==> src/ampp_pkg.sv <==
// Package for the address-list payload parser: status codes, entry layout
// constants and the result beat structure. No dependencies.
`timescale 1ns / 1ps

package ampp_pkg;

   // Result status codes
   localparam logic [2:0] STATUS_ENTRY     = 3'd0;
   localparam logic [2:0] STATUS_EMPTY     = 3'd1;
   localparam logic [2:0] STATUS_OVERFLOW  = 3'd2;
   localparam logic [2:0] STATUS_UNDERFLOW = 3'd3;
   localparam logic [2:0] STATUS_TRUNCATED = 3'd4;

   // Input kinds carried on tuser
   localparam logic OP_START = 1'b0;
   localparam logic OP_BYTE  = 1'b1;

   // Compact-size prefixes
   localparam logic [7:0] PREFIX_U16 = 8'hFD;
   localparam logic [7:0] PREFIX_U32 = 8'hFE;

   // Entry layout and list limit
   localparam int ENTRY_SIZE  = 30;
   localparam int MAX_ENTRIES = 1000;

   // Port widths
   localparam int REQ_DATA_W = 32;
   localparam int RSP_DATA_W = 256;

   // One result beat
   typedef struct packed {
      logic [2:0]  status;
      logic [31:0] timestamp;
      logic [63:0] services;
      logic [63:0] address_high;
      logic [63:0] address_low;
      logic [15:0] port_number;
      logic        port_zero;
      logic [9:0]  entry_number;
      logic        last_entry;
   } rsp_type;

endpackage

==> src/addr_message_payload_parser_top.sv <==
// Address-list payload parser, top level: compact-size count decode, count
// checks, 30-byte entry assembly and a two-deep result buffer. Uses ampp_pkg.
`timescale 1ns / 1ps

// Usage:
//  req_* channel: a start beat (tuser = 0) gives the payload length, then
//  byte beats (tuser = 1) deliver the payload one byte each. A start beat in
//  the middle of a message drops that message and begins a new one.
//  rsp_* channel: one beat per decoded entry (tuser = status 0), or one
//  status beat for an empty list, a count overflow, a length underflow or a
//  truncated count. tlast marks the final beat of a message.
//  Throughput: one request beat per cycle while the skid entry is free; each
//  beat is decoded in the cycle it is accepted; its result, if any, enters
//  the output register, or the skid entry behind a held output beat. Bytes
//  past the last entry, and bytes while no message is open, give no result.
//  Reset: the parser goes idle and the result buffer empties.
//  Stall: the result register plus one skid entry absorb a stalled receiver;
//  req_tready drops only while the skid entry is occupied.
module addr_message_payload_parser_top (
   input  logic                           clock,
   input  logic                           reset,
   input  logic                           req_tvalid,
   output logic                           req_tready,
   // [19:0] payload_length, [27:20] data_byte, [31:28] zero
   input  logic [ampp_pkg::REQ_DATA_W-1:0] req_tdata,
   // [0] op
   input  logic                           req_tuser,
   output logic                           rsp_tvalid,
   input  logic                           rsp_tready,
   // [31:0] timestamp, [95:32] services, [159:96] address_high,
   // [223:160] address_low, [239:224] port_number, [240] port_zero,
   // [250:241] entry_number, [255:251] zero
   output logic [ampp_pkg::RSP_DATA_W-1:0] rsp_tdata,
   // [2:0] status
   output logic [2:0]                     rsp_tuser,
   output logic                           rsp_tlast
);
   import ampp_pkg::*;

   localparam int HIST_N = ENTRY_SIZE - 1;
   localparam logic [4:0] LAST_BYTE = 5'(ENTRY_SIZE - 1);
   localparam logic [9:0] MAX_CNT   = 10'(MAX_ENTRIES);

   // Parse phases
   localparam logic [2:0] PH_IDLE   = 3'd0;
   localparam logic [2:0] PH_PREFIX = 3'd1;
   localparam logic [2:0] PH_COUNT  = 3'd2;
   localparam logic [2:0] PH_ENTRY  = 3'd3;
   localparam logic [2:0] PH_TRAIL  = 3'd4;

   // Parser state
   logic [2:0]  phase_ff, phase_in;
   logic [19:0] bytes_left_ff, bytes_left_in;
   logic [3:0]  count_need_ff, count_need_in;
   logic [3:0]  count_idx_ff, count_idx_in;
   logic [9:0]  count_low_ff, count_low_in;
   logic        count_high_ff, count_high_in;
   logic [9:0]  entries_left_ff, entries_left_in;
   logic [9:0]  entry_counter_ff, entry_counter_in;
   logic [4:0]  entry_idx_ff, entry_idx_in;
   logic [7:0]  hist_ff [HIST_N];
   logic [7:0]  hist_in [HIST_N];

   // Result buffer
   rsp_type     out_ff, out_in, skid_ff, skid_in, res;
   logic        out_valid_ff, out_valid_in, skid_valid_ff, skid_valid_in;
   logic        res_valid;

   logic        req_take;
   logic        out_take;

   assign req_tready = !skid_valid_ff;
   assign req_take   = req_tvalid && req_tready;
   assign out_take   = out_valid_ff && rsp_tready;

   // Decode one request beat
   always_comb begin
      logic [19:0] len;
      logic [7:0]  b;
      logic [19:0] bl_dec;
      logic [3:0]  extra;
      logic [3:0]  idx_inc;
      logic [4:0]  eff_idx;
      logic [9:0]  left_dec;
      logic [14:0] need_bytes;
      logic        do_check;
      logic [15:0] port;

      len        = req_tdata[19:0];
      b          = req_tdata[27:20];
      bl_dec     = bytes_left_ff - 20'd1;
      extra      = 4'd8;
      idx_inc    = count_idx_ff + 4'd1;
      eff_idx    = 5'd0;
      left_dec   = entries_left_ff - 10'd1;
      need_bytes = 15'd0;
      do_check   = 1'b0;
      port       = 16'd0;

      phase_in         = phase_ff;
      bytes_left_in    = bytes_left_ff;
      count_need_in    = count_need_ff;
      count_idx_in     = count_idx_ff;
      count_low_in     = count_low_ff;
      count_high_in    = count_high_ff;
      entries_left_in  = entries_left_ff;
      entry_counter_in = entry_counter_ff;
      entry_idx_in     = entry_idx_ff;
      hist_in          = hist_ff;

      res            = '0;
      res.status     = STATUS_TRUNCATED;
      res.last_entry = 1'b1;
      res_valid      = 1'b0;

      if (req_take) begin
         if (req_tuser == OP_START) begin
            // open a new message
            bytes_left_in    = len;
            count_need_in    = 4'd0;
            count_idx_in     = 4'd0;
            count_low_in     = 10'd0;
            count_high_in    = 1'b0;
            entries_left_in  = 10'd0;
            entry_counter_in = 10'd0;
            entry_idx_in     = 5'd0;
            if (len == 20'd0) begin
               res_valid = 1'b1;
               phase_in  = PH_IDLE;
            end else begin
               phase_in = PH_PREFIX;
            end
         end else if ((phase_ff == PH_PREFIX || phase_ff == PH_COUNT ||
                       phase_ff == PH_ENTRY) && bytes_left_ff != 20'd0) begin
            bytes_left_in = bl_dec;
            case (phase_ff)
               PH_PREFIX: begin
                  count_idx_in  = 4'd0;
                  count_high_in = 1'b0;
                  if (b < PREFIX_U16) begin
                     count_low_in = {2'b00, b};
                     do_check     = 1'b1;
                  end else begin
                     count_low_in = 10'd0;
                     if (b == PREFIX_U16) begin
                        extra = 4'd2;
                     end else if (b == PREFIX_U32) begin
                        extra = 4'd4;
                     end
                     count_need_in = extra;
                     if (bl_dec < {16'd0, extra}) begin
                        res_valid = 1'b1;
                        phase_in  = PH_IDLE;
                     end else begin
                        phase_in = PH_COUNT;
                     end
                  end
               end
               PH_COUNT: begin
                  // fold the next little-endian count byte in
                  case (count_idx_ff[2:0])
                     3'd0:    count_low_in[7:0] = b;
                     3'd1: begin
                        count_low_in[9:8] = b[1:0];
                        count_high_in     = count_high_ff | (|b[7:2]);
                     end
                     default: count_high_in = count_high_ff | (|b);
                  endcase
                  count_idx_in = idx_inc;
                  if (idx_inc >= count_need_ff) begin
                     do_check = 1'b1;
                  end
               end
               default: begin
                  // entry byte: shift history, emit on the final byte
                  eff_idx = (entry_idx_ff > LAST_BYTE) ? 5'd0 : entry_idx_ff;
                  for (int i = 0; i < HIST_N - 1; i++) begin
                     hist_in[i] = hist_ff[i + 1];
                  end
                  hist_in[HIST_N - 1] = b;
                  if (eff_idx == LAST_BYTE) begin
                     entry_idx_in = 5'd0;
                     port         = {hist_ff[HIST_N - 1], b};
                     for (int i = 0; i < 4; i++) begin
                        res.timestamp[i*8 +: 8] = hist_ff[i];
                     end
                     for (int i = 0; i < 8; i++) begin
                        res.services[i*8 +: 8]           = hist_ff[4 + i];
                        res.address_high[(7-i)*8 +: 8] = hist_ff[12 + i];
                        res.address_low[(7-i)*8 +: 8]  = hist_ff[20 + i];
                     end
                     res.status       = STATUS_ENTRY;
                     res.port_number  = port;
                     res.port_zero    = (port == 16'd0);
                     res.entry_number = entry_counter_ff;
                     res.last_entry   = (left_dec == 10'd0);
                     res_valid        = 1'b1;
                     entry_counter_in = entry_counter_ff + 10'd1;
                     entries_left_in  = left_dec;
                     if (left_dec == 10'd0) begin
                        phase_in = PH_TRAIL;
                     end
                  end else begin
                     entry_idx_in = eff_idx + 5'd1;
                  end
               end
            endcase

            // check the decoded count against the limit and the bytes left
            if (do_check) begin
               need_bytes = {count_low_in, 5'b00000} - {4'd0, count_low_in, 1'b0};
               if (count_high_in || count_low_in > MAX_CNT) begin
                  res.status = STATUS_OVERFLOW;
                  res_valid  = 1'b1;
                  phase_in   = PH_IDLE;
               end else if (bl_dec < {5'd0, need_bytes}) begin
                  res.status = STATUS_UNDERFLOW;
                  res_valid  = 1'b1;
                  phase_in   = PH_IDLE;
               end else if (count_low_in == 10'd0) begin
                  res.status = STATUS_EMPTY;
                  res_valid  = 1'b1;
                  phase_in   = PH_IDLE;
               end else begin
                  entries_left_in  = count_low_in;
                  entry_counter_in = 10'd0;
                  entry_idx_in     = 5'd0;
                  phase_in         = PH_ENTRY;
               end
            end
         end
      end
   end

   // Route results through the output register and the skid entry
   always_comb begin
      out_in        = out_ff;
      out_valid_in  = out_valid_ff;
      skid_in       = skid_ff;
      skid_valid_in = skid_valid_ff;
      if (!out_valid_ff || out_take) begin
         if (skid_valid_ff) begin
            out_in        = skid_ff;
            out_valid_in  = 1'b1;
            skid_valid_in = 1'b0;
         end else begin
            out_in       = res;
            out_valid_in = res_valid;
         end
      end else if (res_valid) begin
         skid_in       = res;
         skid_valid_in = 1'b1;
      end
   end

   // Control state
   always_ff @(posedge clock) begin
      if (reset) begin
         phase_ff         <= PH_IDLE;
         bytes_left_ff    <= 20'd0;
         count_need_ff    <= 4'd0;
         count_idx_ff     <= 4'd0;
         count_low_ff     <= 10'd0;
         count_high_ff    <= 1'b0;
         entries_left_ff  <= 10'd0;
         entry_counter_ff <= 10'd0;
         entry_idx_ff     <= 5'd0;
         out_valid_ff     <= 1'b0;
         skid_valid_ff    <= 1'b0;
      end else begin
         phase_ff         <= phase_in;
         bytes_left_ff    <= bytes_left_in;
         count_need_ff    <= count_need_in;
         count_idx_ff     <= count_idx_in;
         count_low_ff     <= count_low_in;
         count_high_ff    <= count_high_in;
         entries_left_ff  <= entries_left_in;
         entry_counter_ff <= entry_counter_in;
         entry_idx_ff     <= entry_idx_in;
         out_valid_ff     <= out_valid_in;
         skid_valid_ff    <= skid_valid_in;
      end
   end

   // Payload registers
   always_ff @(posedge clock) begin
      hist_ff <= hist_in;
      out_ff  <= out_in;
      skid_ff <= skid_in;
   end

   // Drive the result channel
   assign rsp_tvalid = out_valid_ff;
   assign rsp_tuser  = out_ff.status;
   assign rsp_tlast  = out_ff.last_entry;
   assign rsp_tdata  = {5'd0, out_ff.entry_number, out_ff.port_zero, out_ff.port_number,
                        out_ff.address_low, out_ff.address_high, out_ff.services,
                        out_ff.timestamp};

   // The skid entry fills only behind a held output beat
   assert property (@(posedge clock) disable iff (reset)
      skid_valid_ff |-> out_valid_ff)
      else $error("skid entry valid without output beat");

   // A new result never arrives while the skid entry is full
   assert property (@(posedge clock) disable iff (reset)
      res_valid |-> !skid_valid_ff)
      else $error("result produced with skid entry occupied");

   // Every status beat closes its message
   assert property (@(posedge clock) disable iff (reset)
      (rsp_tvalid && rsp_tuser != STATUS_ENTRY) |-> rsp_tlast)
      else $error("status beat without tlast");

   // Entry phase always has entries outstanding
   assert property (@(posedge clock) disable iff (reset)
      (phase_ff == PH_ENTRY) |-> (entries_left_ff != 10'd0))
      else $error("entry phase with no entries left");

endmodule

==> config.mk <==
export PLATFORM = sky130hd
export DESIGN_NAME = addr_message_payload_parser_top
export DESIGN_NICKNAME = d
export VERILOG_FILES = /design/src/ampp_pkg.sv /design/src/addr_message_payload_parser_top.sv
export SDC_FILE = /design/constraint.sdc
export NUM_CORES = 1
export LEC_CHECK = 0
export BUFFER_PORTS_ARGS = -buffer_cell sky130_fd_sc_hd__buf_4
export CAP_MARGIN = 40
export CORE_ASPECT_RATIO = 0.9
export CORE_MARGIN = 2
export CORE_UTILIZATION = 40
export DETAILED_ROUTE_END_ITERATION = 7
export HOLD_SLACK_MARGIN = 0.08
export SKIP_LAST_GASP = 1
export SYNTH_ARGS = -nofsm -noshare
export SYNTH_HDL_FRONTEND = slang
export SYNTH_SLANG_ARGS = --single-unit
==> constraint.sdc <==
create_clock -name clock -period 34.3 [get_ports clock]
set_input_delay 3.43 -clock clock [delete_from_list [all_inputs] [get_ports clock]]
set_output_delay 3.43 -clock clock [all_outputs]
set_load 0.02 [all_outputs]
==> impl_results.md, run 1 <==
* Final Slew Violations at 27
* TritonCTS clock tree: done
* IO buf count at 289
* Die area at 80880 sq um
* Pin count of the biggest net entering global routing at 179
* GRT Residual Overflow at 0
* Core Rows at 97
* Final Skew at 0.02540 ns
* Routed wire length on met3 at 4469 um
* Clk pin slew, worst setup/hold paths at 0.06 ns
* Final HPWL DP at 43810 um
* Final hold slack at 0.4178 ns
* Slew margin rel. at -0.005584
* Run status: finished, violations left
* Violated checks: max-slew violations
* Die W at 299.6 um
* Startpoint types: primary input
* Post-synth ARST share at 0
* Mapped Area at 31450 sq um
* Antenna Nets Post-Route at 0
* RD Place Congestion at 0.8215
* Mapped Cells at 2042
* Required time of the critical path at 34.63 ns
* Core area at 77800 sq um
* First-pass GRT wire length at 108300 um
* Setup Crit Path Kind: in -> reg
* Max cap viols at 0
* Final period utilization at 0.3067
* Tot GR Track Use at 0.1697
* Max Freq at 95.07 MHz
* Initial core utilization at 0.4042
* CTS buffer count at 84
* Total Power at 0.002115 W
* DR pass1 iterations at 5
* Clock root cell: clkbuf_16
* CTS Hold Buffers Added at 0
* Syn avg cell area at 15.40 sq um
* Seq/Total Area, Yosys at 0.7518
* Die H at 270 um
* H-Tree Depth at 3
* Post-CTS setup buffers at 0
* Worst Tran Pin Value at 1.508 ns
* Commonest non-fill, non-tap cells in the layout: edfxtp_1 (742), buf_4 (307), a21o_1 (269)
* Layout Utilization at 0.4835
* Endpoints failing setup at 0
* Uppermost routed layer: met4
* Wire length per cell at 20.47 um
* Clk_lat worst skew at 0.63 ns
* Setup TNS at 0 ns
* Final Hold Fails at 0
* Warnings from Yosys at 0
* Min Tclk post-route at 10.52 ns
* Post-Route M1 WL at 31530 um
* CTS resizes at 0
* DR vias/cell at 5.290
* ANT cells at 0
* Yosys cell types at 76
* Number of flops mapped to enable cells by yosys at 742
* Final nets at 2402
* Total Wirelength at 70280 um
* Clk sink count at 810
* Leak pwr at 17.54 nW
* Top-Level Pins at 299
* Hold Crit Class: reg -> reg
* Vias in the first global route at 18.05k
* Routed vias at 18.16k
* Post-route DRC at 0
* Synth Register Bits at 810
* Initial antenna violation count at 0
* VDD IR max at 0.00003916 V
* Post-synth top flop: edfxtp_1
* Worst Path Arrival at 10.85 ns
* RSZ-0062 raised after global routing: false
* Met2 wire length at 32840 um
* Crit path max fanout at 178
* Clk buf depth at 3
* Most common cell after layout, fill and taps aside: edfxtp_1
* Area growth syn-to-layout at 19.61%
* CP endpoint kind: register
* 1st-iter DRT viols at 1313
* Share of cells above drive strength 1 at 0.1967
* Power density over the cells at 56.22 nW/um^2
[power by group]
| part | switching, W | total, W | internal, W |
|---|---|---|---|
| logic | 0.0000864 | 0.000137 | 0.0000506 |
| clock network | 0.000381 | 0.000887 | 0.000505 |
| registers | 0.00000994 | 0.00109 | 0.00108 |
[metrics by stage]
step           cell area (sq um)  std cells  setup slack [ns]
5_1_grt                    37610       3433             23.64
3_3_place_gp               34650       3272             23.58
2_1_floorplan              31460       2046             1.286
3_5_place_dp               34930       3284             23.72
4_1_cts                    37610       3433             24.33
6_report                   37610       3433             23.78
[area by class of cell]
class | instances | area [sq um]
multi-input combinational | 1080 | 7236
clock inverter | 51 | 500.5
fill | 6668 | 40180
tap | 1039 | 1300
timing repair buffer | 321 | 2618
inverter | 34 | 127.6
sequential | 810 | 23650
clock buffer | 98 | 2186
[per-layer routing]
layer  vias up  global-route usage
met2       502              0.2655
met4         0             0.04526
met1      9104              0.2373
met5         -                   0
met3        93             0.04126
li1       8461                   -
[cell families (layout without fill, tap and decap cells)]
kind of cell	count (synthesis)	in the layout	synth area share
DFF	810	810	0.7518
and+or+nand+nor	548	548	0.09815
AOI/OAI and AO/OA	457	457	0.1063
buffers and inverters	156	504	0.01985
adders and majority gates	35	35	0.01385
xor gates and xnor gates	31	31	0.008634
muxes	4	4	0.001273
other	1	5	0.0001192
[sequential cells by signal, summed over array words and instances (netlist names)]
name / count
count_high_ff: 1
entries_left_ff: 10
rsp_tdata: 251
rsp_tlast: 1
phase_ff: 3
bytes_left_ff: 20
count_low_ff: 10
rsp_tvalid: 1
hist_ff: 232
skid_valid_ff: 1
count_need_ff: 3
entry_idx_ff: 5
count_idx_ff: 4
entry_counter_ff: 10
rsp_tuser: 3
skid_ff: 255
[critical path, stage by stage]
cell	delay [ns]
buf_4	0.13
nand4_1	0.28
o2111ai_1	0.28
nand4_1	0.46
ha_1	0.53
nand4_1	0.12
nor4_1	0.40
o2111ai_1	0.15
a21boi_0	0.31
o21ai_0	0.16
nand2_1	0.11
xnor2_1	0.07
ha_1	0.27
and3_1	0.24
o2111ai_1	0.13
a2111oi_0	0.46
nor2_1	0.21
a211oi_4	0.67
o21ai_1	0.20
o21ai_1	0.45
nor2_4	0.09
buf_12	0.21
buf_4	0.62
buf_16	0.27
[worst paths after layout]
path / depth (start not counted) / endpoint / slack (ns) / start
worst max-delay path: 24 / skid_ff[144]$_DFFE_PP_ / 23.78 / req_tdata[23]
worst max register to register: 25 / skid_ff[144]$_DFFE_PP_ / 25.94 / phase_ff[0]$_SDFFE_PP0P_
worst min register to register: 0 / hist_ff[148]$_DFFE_PP_ / 0.42 / hist_ff[140]$_DFFE_PP_
worst min-delay path: 0 / hist_ff[148]$_DFFE_PP_ / 0.42 / hist_ff[140]$_DFFE_PP_
[cells in the mapped netlist, types with 18 or more instances]
| master | instances | area [sq um] |
|---|---|---|
| a21o_1 | 269 | 2019 |
| a21oi_1 | 51 | 255.2 |
| a22oi_1 | 19 | 142.6 |
| and3_1 | 254 | 1589 |
| clkbuf_1 | 107 | 401.6 |
| dfxtp_1 | 68 | 1361 |
| edfxtp_1 | 742 | 22280 |
| ha_1 | 34 | 425.4 |
| inv_1 | 32 | 120.1 |
| nand2_1 | 66 | 247.7 |
| nor2_1 | 93 | 349.1 |
| nor3_1 | 28 | 140.1 |
| o21ai_0 | 18 | 90.09 |
| xnor2_1 | 19 | 166.4 |
No activity file was read; power rests on OpenSTA's default activity.
==> run 2, diff against run 1 <==
==> constraint.sdc (replaced) <==
create_clock -name clock -period 8.5 [get_ports clock]
set_input_delay 0.85 -clock clock [delete_from_list [all_inputs] [get_ports clock]]
set_output_delay 0.85 -clock clock [all_outputs]
set_load 0.02 [all_outputs]
==> impl_results.md, run 2 (synthesis results as in run 1) <==
* Final WS setup at 1.436 ns (-22.34 ns)
* Run status: complete, no violations
* Final Hold Fails at 0 (unchanged)
* Die W at 299.6 um (unchanged)
* TritonCTS clock tree: done
* Most crowded layer after global routing: met2
* Antenna Nets Post-Route at 0 (unchanged)
* Core area at 77800 sq um (unchanged)
* Crit path max fanout at 177 (-0.56%)
* Most common cell after layout, fill and taps aside: edfxtp_1
* Switching power at 0.001913 W (+300%)
* Leak pwr at 17.54 nW (about the same)
* VDD IR max at 0.0001528 V (+290%)
* Tot GR Track Use at 0.1707 (+0.0009941)
* IO buf count at 289 (unchanged)
* Core Rows at 97 (unchanged)
* Grt met1 use at 0.2403 (+0.003031)
* GR Layer Usage met3 at 0.03571 (-0.005550)
* Worst Tran Pin Value at 1.332 ns (-0.1761 ns)
* Clock power frac at 0.424 (+0.005)
* Slew margin rel. at 0.1118 (+0.1174)
* Place WS at 1.449 ns (-22.27 ns)
* Largest register FFs at 255 (unchanged)
* Max Freq at 141.6 MHz
* Clk_lat worst skew at 0.63 ns (about the same)
* Placed cells at 3277 (-0.21%)
* Gate power share at 0.065 (about the same)
* Routed vias at 18.20k (+0.24%)
* Power density over the cells at 229.0 nW/um^2 (+310%)
* Post-route DRC at 0 (unchanged)
* RSZ-0062 raised after global routing: false
* Area growth syn-to-layout at 19.70% (about the same)
* Clk sink count at 810 (unchanged)
* Final Slew Violations at 0 (-100%)
* H-Tree Depth at 3 (unchanged)
* Max cap viols at 0 (unchanged)
* Reg power frac at 0.511 (-0.005)
* RD Place Congestion at 0.8092 (-1.5%)
* Worst Path Arrival at 7.16 ns (-3.69 ns)
* Initial core utilization at 0.4042 (unchanged)
* CTS buffer count at 84 (unchanged)
* Startpoint types: register
* Clk pin slew, worst setup/hold paths at 0.06 ns (about the same)
* Power Internal at 0.006709 W (+310%)
* Setup TNS at 0 ns (unchanged)
* Hold Crit Class: reg -> reg
* Wire length per cell at 20.49 um (about the same)
* CTS resizes at 0 (unchanged)
* CP endpoint kind: register
* Vias in the first global route at 18.17k (+0.71%)
* Share of cells above drive strength 1 at 0.1980 (+0.001249)
* ANT cells at 0 (unchanged)
* Sw Share at 0.2219 (-0.003922)
* Endpoints failing setup at 0 (unchanged)
* Final HPWL DP at 42880 um (-2.1%)
* DR pass1 iterations at 5 (unchanged)
* Total Wirelength at 70250 um (about the same)
* Final Skew at 0.02125 ns (-0.004148 ns)
* First-pass GRT wire length at 108400 um (about the same)
* Largest Register: skid_ff
* Setup Crit Path Kind: reg -> reg
* Required time of the critical path at 8.59 ns (-26.04 ns)
* Final period utilization at 0.8311
* Total Power at 0.008622 W (+310%)
* Commonest non-fill, non-tap cells in the layout: edfxtp_1 (742), buf_4 (302), a21o_1 (269)
* Pin count of the biggest net entering global routing at 257 (+44%)
* DR vias/cell at 5.310 (+0.38%)
* 1st-iter DRT viols at 1431 (+9.0%)
* Die area at 80880 sq um (unchanged)
* Met2 GRT Util at 0.2664 (+0.0009747)
* Clk buf depth at 3 (unchanged)
* Initial antenna violation count at 2 (+2)
* Die H at 270 um (unchanged)
* Min Tclk post-route at 7.064 ns
* Top-Level Pins at 299 (unchanged)
* Post-route non-filler standard cell count at 3428 (-0.15%)
* Final nets at 2395 (-0.29%)
* GRT Residual Overflow at 0 (unchanged)
* Post-CTS setup buffers at 0 (unchanged)
* CTS Hold Buffers Added at 0 (unchanged)
* Final hold slack at 0.4311 ns (+0.01327 ns)
* Clock root cell: clkbuf_16
run 2: cell count changes in the layout (fill, tap and decap cells not counted), moves of 2 or more:
cell / previous run / this run
buf_4: 307 / 302
bufinv_16: 6 / 10
clkbuf_1: 12 / 14
clkinv_4: 2 / 0
clkinvlp_4: 5 / 2
ha_1: 34 / 32
ha_4: 0 / 2
inv_1: 32 / 30
inv_2: 2 / 4
o21ai_0: 18 / 16
o21ai_1: 3 / 5
run 2: final timing paths:
kind,from,endpoint,cells past startpoint,slack [ns]
max reg2reg,phase_ff[0]$_SDFFE_PP0P_,skid_ff[144]$_DFFE_PP_,23,1.44
min reg2reg,hist_ff[208]$_DFFE_PP_,hist_ff[216]$_DFFE_PP_,0,0.43
max,phase_ff[0]$_SDFFE_PP0P_,skid_ff[144]$_DFFE_PP_,23,1.44
min,hist_ff[208]$_DFFE_PP_,hist_ff[216]$_DFFE_PP_,0,0.43
run 2: layer usage:
| layer | share of wire | wire length (um) |
|---|---|---|
| met1 | 0.45 | 31840 |
| met2 | 0.46 | 32660 |
| met4 | 0.026 | 1794 |
| met5 | 0 | 0 |
| met3 | 0.056 | 3954 |
run 2: worst max-delay path, cell delays in order (launching register included):
cell and delay [ns]:
dfxtp_1 0.52, nor3b_2 0.59, o21a_1 0.30, or2_1 0.15, a22o_1 0.32, inv_2 0.09
ha_4 0.32, nand2_1 0.07, o31ai_2 0.30, a21oi_1 0.13, o21ai_1 0.19, o21a_1 0.16
nor2_1 0.06, xnor2_1 0.13, ha_1 0.31, and3_4 0.21, o2111ai_1 0.10, a2111oi_0 0.52
nor2_2 0.15, a211oi_4 0.53, o21ai_1 0.22, o21ai_1 0.43, nor2_4 0.09, buf_12 0.24
run 2: stage by stage:
| step | instance area, sq um | util |
|---|---|---|
| 2_1_floorplan | 31530 | - |
| 3_3_place_gp | 34710 | 0.4462 |
| 3_5_place_dp | 34900 | 0.4486 |
| 4_1_cts | 37640 | 0.4839 |
| 5_1_grt | 37640 | 0.4839 |
| 6_report | 37640 | 0.4839 |
run 2: area by class of cell:
class,count,area [sq um]
tap,1039,1300
sequential,810,23650
clock buffer,98,2155
inverter,34,127.6
timing repair buffer,314,2537
fill,6611,40150
clock inverter,53,586.8
multi-input combinational,1080,7289
run 2: power by group through the flow:
stage / clock [W] / sequential [W] / combinational, W
finish: 0.00366 / 0.00440 / 0.000562
global placement: 0 / 0.00449 / 0.000551
CTS: 0.00376 / 0.00440 / 0.000566
global route: 0.00391 / 0.00441 / 0.000625
detailed placement: 0 / 0.00449 / 0.000563
floorplan: 0 / 0.00452 / 0.000359
